[config.mk]
export PLATFORM = sky130hd
export DESIGN_NAME = binary64_float_adder_top
export DESIGN_NICKNAME = d
export VERILOG_FILES = /design/src/hdl/f64add_pkg.sv /design/src/hdl/binary64_float_adder_top.sv
export SDC_FILE = /design/constraint.sdc
export NUM_CORES = 2
export LEC_CHECK = 0
export BUFFER_PORTS_ARGS = -buffer_cell sky130_fd_sc_hd__buf_2
export CAP_MARGIN = 0
export CORE_MARGIN = 2
export CORE_UTILIZATION = 46
export DETAILED_ROUTE_END_ITERATION = 8
export GPL_TIMING_DRIVEN = 0
export PLACE_DENSITY = 0.62
export SYNTH_ARGS = -nofsm -noshare
export SYNTH_HDL_FRONTEND = slang
export SYNTH_SLANG_ARGS = --single-unit
[constraint.sdc]
create_clock -name clk_i -period 19.7 [get_ports clk_i]
set_input_delay 1.97 -clock clk_i [delete_from_list [all_inputs] [get_ports clk_i]]
set_output_delay 1.97 -clock clk_i [all_outputs]
set_load 0.02 [all_outputs]
[src/hdl/f64add_pkg.sv]
// Constants and types shared by the binary64 adder.
package f64add_pkg;

  localparam int unsigned FracW  = 52;
  localparam int unsigned ExpW   = 11;
  localparam int unsigned GuardW = 3;
  localparam int unsigned MantW  = 57;   // carry, hidden, fraction, guard bits
  localparam int unsigned LzcW   = 6;

  localparam logic [ExpW-1:0] ExpAllOnes = 11'h7ff;
  localparam logic [63:0] DefaultNan = 64'h7ff8_0000_0000_0000;
  localparam logic [62:0] MaxFinite  = 63'h7fef_ffff_ffff_ffff;

  typedef struct packed {
    logic        special;
    logic [63:0] spec_bits;
    logic        spec_inv;
    logic        same;
    logic        sign;
    logic [ExpW-1:0] exp_big;
    logic [ExpW-1:0] exp_small;
    logic [MantW-1:0] sig_big;
    logic [MantW-1:0] sig_small;
  } s1_t;

  typedef struct packed {
    logic        special;
    logic [63:0] spec_bits;
    logic        spec_inv;
    logic        same;
    logic        sign;
    logic [ExpW-1:0] exp_big;
    logic [MantW-1:0] mant;
  } s2_t;

  typedef struct packed {
    logic        special;
    logic [63:0] spec_bits;
    logic        spec_inv;
    logic        same;
    logic        sign;
    logic        zero;
    logic [ExpW:0] exp_n;
    logic [MantW-2:0] mant_n;
  } s3_t;

  typedef struct packed {
    logic [63:0] sum_bits;
    logic        invalid_flag;
    logic        overflow_flag;
    logic        inexact_flag;
  } res_t;

  function automatic logic [LzcW-1:0] lzc56(input logic [MantW-2:0] v);
    logic [LzcW-1:0] n;
    logic            found;
    n = LzcW'(MantW - 1);
    found = 1'b0;
    for (int i = MantW - 2; i >= 0; i--) begin
      if (v[i] && !found) begin
        n = LzcW'(MantW - 2 - i);
        found = 1'b1;
      end
    end
    return n;
  endfunction

endpackage

[src/hdl/binary64_float_adder_top.sv]
// Four-stage binary64 adder/subtractor, round toward zero.
//
// channel  dir  tdata bits                                         tuser
// s_axis   in   [63:0] operand_a, [127:64] operand_b               req_type
// m_axis   out  [63:0] sum_bits, [64] invalid, [65] ovf, [66] inx  -
//
// One transfer per cycle sustained while m_axis_tready stays high.
// Stages: unpack/compare, align and add, leading-zero count and normalise, pack.
// Reset clears the stage valid bits only.
// A stall on m_axis holds every stage whose successor is full; nothing is lost.
module binary64_float_adder_top (
  input  logic         clk_i,
  input  logic         rst_ni,
  input  logic         s_axis_tvalid,
  output logic         s_axis_tready,
  input  logic [127:0] s_axis_tdata,   // operand_a, operand_b
  input  logic         s_axis_tuser,   // req_type
  output logic         m_axis_tvalid,
  input  logic         m_axis_tready,
  output logic [71:0]  m_axis_tdata    // sum_bits, invalid, overflow, inexact, zero pad
);

  logic v1_q, v2_q, v3_q, v4_q;
  logic en1, en2, en3, en4;
  f64add_pkg::s1_t  s1_d, s1_q;
  f64add_pkg::s2_t  s2_d, s2_q;
  f64add_pkg::s3_t  s3_d, s3_q;
  f64add_pkg::res_t s4_d, s4_q;

  assign en4 = !v4_q || m_axis_tready;
  assign en3 = !v3_q || en4;
  assign en2 = !v2_q || en3;
  assign en1 = !v1_q || en2;
  assign s_axis_tready = en1;

  // stage 1: classify, order by magnitude
  always_comb begin
    logic [63:0] a, b, be, big, sml;
    logic a_nan, b_nan, a_inf, b_inf;
    logic [10:0] eb, es;
    a = s_axis_tdata[63:0];
    b = s_axis_tdata[127:64];
    be = {b[63] ^ s_axis_tuser, b[62:0]};
    a_nan = (a[62:52] == f64add_pkg::ExpAllOnes) && (a[51:0] != '0);
    b_nan = (b[62:52] == f64add_pkg::ExpAllOnes) && (b[51:0] != '0);
    a_inf = (a[62:52] == f64add_pkg::ExpAllOnes) && (a[51:0] == '0);
    b_inf = (b[62:52] == f64add_pkg::ExpAllOnes) && (b[51:0] == '0);
    if (be[62:0] > a[62:0]) begin
      big = be;
      sml = a;
    end else begin
      big = a;
      sml = be;
    end
    eb = (big[62:52] == '0) ? 11'd1 : big[62:52];
    es = (sml[62:52] == '0) ? 11'd1 : sml[62:52];
    s1_d.special   = a_nan || b_nan || a_inf || b_inf;
    s1_d.spec_inv  = 1'b0;
    s1_d.spec_bits = '0;
    if (a_nan || b_nan) begin
      s1_d.spec_inv  = (a_nan && !a[51]) || (b_nan && !b[51]);
      s1_d.spec_bits = (a_nan ? a : b) | 64'h0008_0000_0000_0000;
    end else if (a_inf && b_inf && (a[63] != be[63])) begin
      s1_d.spec_inv  = 1'b1;
      s1_d.spec_bits = f64add_pkg::DefaultNan;
    end else begin
      s1_d.spec_bits = a_inf ? a : be;
    end
    s1_d.same      = (big[63] == sml[63]);
    s1_d.sign      = big[63];
    s1_d.exp_big   = eb;
    s1_d.exp_small = es;
    s1_d.sig_big   = {1'b0, big[62:52] != '0, big[51:0], 3'b000};
    s1_d.sig_small = {1'b0, sml[62:52] != '0, sml[51:0], 3'b000};
  end

  // stage 2: align with sticky, then add or subtract
  always_comb begin
    logic [10:0] d;
    logic [56:0] ms, lost_mask;
    d = s1_q.exp_big - s1_q.exp_small;
    ms = s1_q.sig_small;
    lost_mask = ~(57'h1ff_ffff_ffff_ffff << d[5:0]);
    if (d >= 11'd60) begin
      ms = {56'd0, s1_q.sig_small != '0};
    end else if (d != '0) begin
      ms = (s1_q.sig_small >> d[5:0]) | {56'd0, (s1_q.sig_small & lost_mask) != '0};
    end
    s2_d.special   = s1_q.special;
    s2_d.spec_bits = s1_q.spec_bits;
    s2_d.spec_inv  = s1_q.spec_inv;
    s2_d.same      = s1_q.same;
    s2_d.sign      = s1_q.sign;
    s2_d.exp_big   = s1_q.exp_big;
    s2_d.mant      = s1_q.same ? s1_q.sig_big + ms : s1_q.sig_big - ms;
  end

  // stage 3: carry fold, leading-zero count, left shift
  always_comb begin
    logic [55:0] m;
    logic [11:0] e;
    logic [5:0]  lz, sh;
    if (s2_q.mant[56]) begin
      m = {s2_q.mant[56:2], s2_q.mant[1] | s2_q.mant[0]};
      e = {1'b0, s2_q.exp_big} + 12'd1;
    end else begin
      m = s2_q.mant[55:0];
      e = {1'b0, s2_q.exp_big};
    end
    lz = f64add_pkg::lzc56(m);
    sh = (12'(lz) < e) ? lz : 6'(e - 12'd1);
    s3_d.special   = s2_q.special;
    s3_d.spec_bits = s2_q.spec_bits;
    s3_d.spec_inv  = s2_q.spec_inv;
    s3_d.same      = s2_q.same;
    s3_d.sign      = s2_q.sign;
    s3_d.zero      = (s2_q.mant == '0);
    s3_d.exp_n     = e - 12'(sh);
    s3_d.mant_n    = m << sh;
  end

  // stage 4: pack
  always_comb begin
    logic [52:0] frac;
    s4_d = '0;
    frac = s3_q.mant_n[55:3];
    if (s3_q.special) begin
      s4_d.sum_bits     = s3_q.spec_bits;
      s4_d.invalid_flag = s3_q.spec_inv;
    end else if (s3_q.zero) begin
      s4_d.sum_bits = {s3_q.same & s3_q.sign, 63'd0};
    end else if (s3_q.exp_n >= 12'd2047) begin
      s4_d.sum_bits      = {s3_q.sign, f64add_pkg::MaxFinite};
      s4_d.overflow_flag = 1'b1;
      s4_d.inexact_flag  = 1'b1;
    end else begin
      s4_d.inexact_flag = (s3_q.mant_n[2:0] != '0);
      s4_d.sum_bits = {s3_q.sign, frac[52] ? s3_q.exp_n[10:0] : 11'd0, frac[51:0]};
    end
  end

  always_ff @(posedge clk_i or negedge rst_ni) begin
    if (!rst_ni) begin
      v1_q <= 1'b0;
      v2_q <= 1'b0;
      v3_q <= 1'b0;
      v4_q <= 1'b0;
    end else begin
      if (en1) v1_q <= s_axis_tvalid;
      if (en2) v2_q <= v1_q;
      if (en3) v3_q <= v2_q;
      if (en4) v4_q <= v3_q;
    end
  end

  always_ff @(posedge clk_i) begin
    if (en1) s1_q <= s1_d;
    if (en2) s2_q <= s2_d;
    if (en3) s3_q <= s3_d;
    if (en4) s4_q <= s4_d;
  end

  assign m_axis_tvalid = v4_q;
  assign m_axis_tdata  = {5'd0, s4_q.inexact_flag, s4_q.overflow_flag, s4_q.invalid_flag,
                          s4_q.sum_bits};

endmodule
-- After elaboration in Yosys (flattened, before gate mapping)
Index checks and enable logic that the tools add are counted.
- bits in registers: 540
- bits of input ports: 133
- output and inout port bits: 74
- logic and storage cells: 333
- $add $sub $neg: 6
- magnitude comparators: 4
- equal/unequal tests: 4
- shifts and indexed selects: 3
- multiplexer cells: 130
- bitwise gates (word level): 6
- reduce and logical (&&, ||, !) cells: 147
- operator list (operator ; number):
    2-to-1 mux 64 bit ; 7
    2-to-1 mux 6 bit ; 57
    2-to-1 mux 57 bit ; 3
    nonzero test 57 bit ; 2
    zero test 52 bit ; 2
    nonzero test 52 bit ; 2
    2-to-1 mux 65 bit ; 1
    > comparator 63 bit ; 1
    logical AND 1 bit ; 63
    2-to-1 mux 63 bit ; 1
    zero test 1 bit ; 61
    2-to-1 mux 1 bit ; 58
    adder 56 x 57 -> 57 bit ; 1
    bitwise AND 56 x 57 -> 57 bit ; 1
    zero test 57 bit ; 1
    NOT 57 bit ; 1
    OR 57 x 1 -> 57 bit ; 1
    left shift 57 x 6 -> 57 bit (first input constant) ; 1
    right shift 56 x 6 -> 57 bit ; 1
    subtractor 56 x 57 -> 57 bit ; 1
    2-to-1 mux 56 bit ; 1
    left shift 56 x 6 -> 56 bit ; 1
    nonzero test 11 bit ; 3
    equality test 11 bit (second input constant) ; 2
    18 further kinds ; 27

-- Logic depth before layout (Yosys ltp)
- depth after elaboration: 171
- depth in mapped cells: 38
- depth with buffers taken out: 32

-- Least setup slack after synthesis
No wires, ideal clock.
- kind: in2reg
- start: in m_axis_tready
- end: reg s1_q[100] (netlist name), enable pin
- setup time: 2.523 ns
- arrival: 7.722 ns
- setup slack: 9.455 ns
- stages on the path: 2
- path through: nor2b_1 nand4_1
- longest elaborated chain between the ends: 4
- RTL lines (element ; RTL line ; RTL):
    from (decl) ; binary64_float_adder_top.sv:19 ; input logic m_axis_tready,
    logical OR 1 bit ; binary64_float_adder_top.sv:30 ; assign en4 = !v4_q || m_axis_tready;
    logical OR 1 bit ; binary64_float_adder_top.sv:31 ; assign en3 = !v3_q || en4;
    logical OR 1 bit ; binary64_float_adder_top.sv:32 ; assign en2 = !v2_q || en3;
    logical OR 1 bit ; binary64_float_adder_top.sv:33 ; assign en1 = !v1_q || en2;
    via s_axis_tready ; binary64_float_adder_top.sv:15 ; output logic s_axis_tready,
    to (signal assigned) ; binary64_float_adder_top.sv:157 ; if (en1) s1_q <= s1_d;
    to (decl) ; binary64_float_adder_top.sv:25 ; f64add_pkg::s1_t s1_d, s1_q;
The timed path passes the listed nets, and every way through them passes these cells.
A chain may end at the register's enable or synchronous reset.

==> metrics.md <==
| Metric | Value |
|---|---|
| PnR worst setup slack | 8.86 ns |
| Die Height | 295 um |
| Syn_area_per_cell | ~9.5 um^2 |
| Worst Skew | between 0.09 and 0.1 ns |
| Failing checks | capacitance limit, slew limit |
| Worst stage delay on the critical path | between 0.9 and 1 ns |
| Post-synth EDFFs | 536 |
| Vias | between 30000 and 40000 |
| Max Freq | ~90 MHz |
| Vias in the first global route | approximately 34000 |
| Max cap viols | 2 |
| Slew HR | -5.35% |
| IO Pins | 207 |
| # port buffers | approximately 200 |
| Area growth from synthesis to layout | 12.6% |
| Syn Inst Count | 4131 |
| Async SR Flop Fraction | less than 1% |
| DR iter-0 viols | around 4500 |
| GP Congestion | between 1 and 1.5 |
| CP most frequent cell | o21ai_0 |
| Min cycle time layout | 10.84 ns |
| CP Launch Type | flip-flop |
| Hold path start | s2_q[80] |
| CP Data Required Time | between 20 and 25 ns |
| Hold WC Path Type | reg -> reg |
| WL/cell | roughly 30 um |
| Status | finished with violations |
| Drt total wl | ~170000 um |
| Post-CTS setup buffer count | 0 |
| Sequential share of the synthesized area | about two fifths |
| Hold WS | approximately 0.35 ns |
| Netlist cell types | roughly 120 |
| Slew @ Worst Pin | ~1.6 ns |
| Clock Sinks | 540 |
| CTS Buffer Depth | 3 |
| Antenna viol nets, final | 0 |
| Via density | around 6.4 |
| Placed Cells incl. Taps | 5489 |
| CTS Hold Bufs | 0 |
| Die Area | 87300 um^2 |
| FF-to-FF Start | s1_q[125] |
| RSZ-0062 raised after global routing | false |
| Cell Area, Synth | ~39000 um^2 |
| GRT overflow | 0 |
| Gr usage total | 37.1% |
| CP Class | reg -> reg |
| Synth Register Bits | 540 |
| Reg2reg end | s2_q[50] |
| Dpl ws | ~9 ns |
| CP Max Fanout | 10 |
| CTS resizes | 0 |
| Final setup violation count | 0 |
| Tcrit/Tclk final | between 50% and 60% |
| Worst-Skew Late Latency | roughly 0.66 ns |
| Synth warnings | 0 |
| Power Total | roughly 5.7 mW |
| Slew Viols, Final | 2 |
| Total CTS buffers | 57 |
| CTS tree | yes |
| Hpwl dp | approximately 130000 um |
| Root Buffer Master | clkbuf_16 |
| Final Hold Vio Count | 0 |
| Pin count of the biggest net entering global routing | 66 |
| Leakage | 17.4 nW |
| Fin Setup TNS | 0 ns |
| R2R depth | 29 |
| Row count | 106 |
| Number of H-tree levels | 2 |
| Layout cells sized above 1 | between 10% and 20% |
| Clk pin slew, worst setup/hold paths | 0.07 ns |
| Primary FF master, synth | edfxtp_1 |
| Post-Layout Cell Count | 5600 |
| Critical Path Start | s1_q[125] |
| Reg2reg setup slack | 8.86 ns |
| First-pass GRT wire length | 235000 um |
| Die width | approximately 300 um |
| Setup crit end kind | flip-flop |
| First-pass detailed-route iteration total | 9 |
| Initial antenna violation count | 7 |
| Crit path capture | s2_q[50] |
| Initial Util | between 40% and 50% |
| Crit path DAT | between 10 and 15 ns |
| Placed Area | between 40000 and 50000 um^2 |
| Final Core Density | 52.5% |
| Area of the core | roughly 84000 um^2 |
| CP max-delay cell | o21ai_0 |
| Residual DRC | 0 |
| Pwr Density | between 100 and 150 nW/um^2 |
| Post-route design area | ~44000 um^2 |
| Final nets | 4740 |
| Worst vdd ir | 0.0000800 V |
[cell type report]
class	instances	area, um^2
Clock buffer	65	1460
Timing Repair Buffer	220	1370
Sequential cell	540	16200
Multi-Input combinational cell	3089	20800
Inverter	230	866
Antenna cell	3	7.51
Buffer	276	1250
Fill cell	7907	39800
Tap cell	1134	1420
Clock inverter	43	617
[worst max-delay path: cells and delay by family, from the launching register on]
family          cells  cell delay, ns
compound gates     18            6.44
buf+inv             7            2.54
xor+xnor            1            0.16
flops               1            0.52
simple gates        1            0.25
fa+ha+maj           2            0.61
[how the worst min path moves through the flow]
stage	end	depth (start not counted)
floorplan	s2_q[100]	0
global placement	s2_q[93]	0
detailed placement	s2_q[102]	0
CTS	s3_q[81]	0
global route	s3_q[81]	0
finish	s3_q[81]	0
[cells in the mapped netlist (55+ instances only)]
library cell / count / area [um^2]
a21o_1: 62 / 465
a21oi_1: 296 / 1480
a22o_1: 55 / 482
clkbuf_1: 185 / 694
edfxtp_1: 536 / 16100
ha_1: 190 / 2380
inv_1: 226 / 848
mux2_2: 118 / 1330
mux2i_1: 172 / 1720
nand2_1: 406 / 1520
nand3_1: 67 / 335
nor2_1: 350 / 1310
nor3_1: 64 / 320
nor4_1: 57 / 357
o211ai_1: 58 / 435
o21ai_0: 376 / 1880
xnor2_1: 68 / 596
[layout by cell type (no fill, tap or decap), drive strengths merged, types with 17 or more instances in the layout]
| cell | count |
|---|---|
| o31ai | 23 |
| o21a | 27 |
| a22o | 55 |
| nor4 | 60 |
| nor2b | 38 |
| a21oi | 298 |
| nand2 | 406 |
| or2 | 21 |
| a31oi | 25 |
| nand3 | 67 |
| inv | 233 |
| o221ai | 35 |
| ha | 190 |
| clkinv | 25 |
| o22ai | 26 |
| buf | 311 |
| nand2b | 46 |
| xnor2 | 68 |
| mux2 | 123 |
| clkbuf | 250 |
| a211oi | 49 |
| or3 | 17 |
| nand4 | 53 |
| a22oi | 28 |
| edfxtp | 536 |
| mux2i | 174 |
| o21bai | 35 |
| and2 | 22 |
| and3 | 24 |
| nor2 | 355 |
| a21o | 62 |
| mux4 | 19 |
| o211ai | 60 |
| nor3 | 65 |
| o21ai | 386 |
[sequential cells by signal, indices dropped and copies added (netlist names)]
register       count
s3_q             137
s2_q             136
v3_q               1
m_axis_tvalid      1
m_axis_tdata      67
s1_q             196
v1_q               1
v2_q               1
[routing by layer]
layer  routed length [um]  vias up  share of wire [%]  GRT usage [%]
met5                   11        -             0.0066              0
met4                14200        2                8.5           26.1
met3                14300      524                8.6           6.47
met2                72400     2187                 44           56.7
met1                65200    17200                 39           48.0
li1                     -    16000                  -              -
[logic make-up (layout without fill, tap and decap cells)]
family          after synthesis  in the layout  share of synthesized area (%)
buf+inv                     506            834                           5.40
other cells                   1              8                        0.00960
simple gates               1215           1215                           14.6
fa+ha+maj                   196            196                           6.32
xor+xnor                     84             84                           1.90
compound gates             1273           1273                           21.2
flops                       540            540                           41.4
mux                         316            316                           9.19
[power breakdown]
part	switching [mW]	total [mW]	leakage (nW)	internal, mW
registers	0.247	1.84	5.54	1.60
logic	1.83	2.69	10.9	0.858
clock network	0.472	1.17	1.00	0.697
Power figures use the tool's default switching activity.
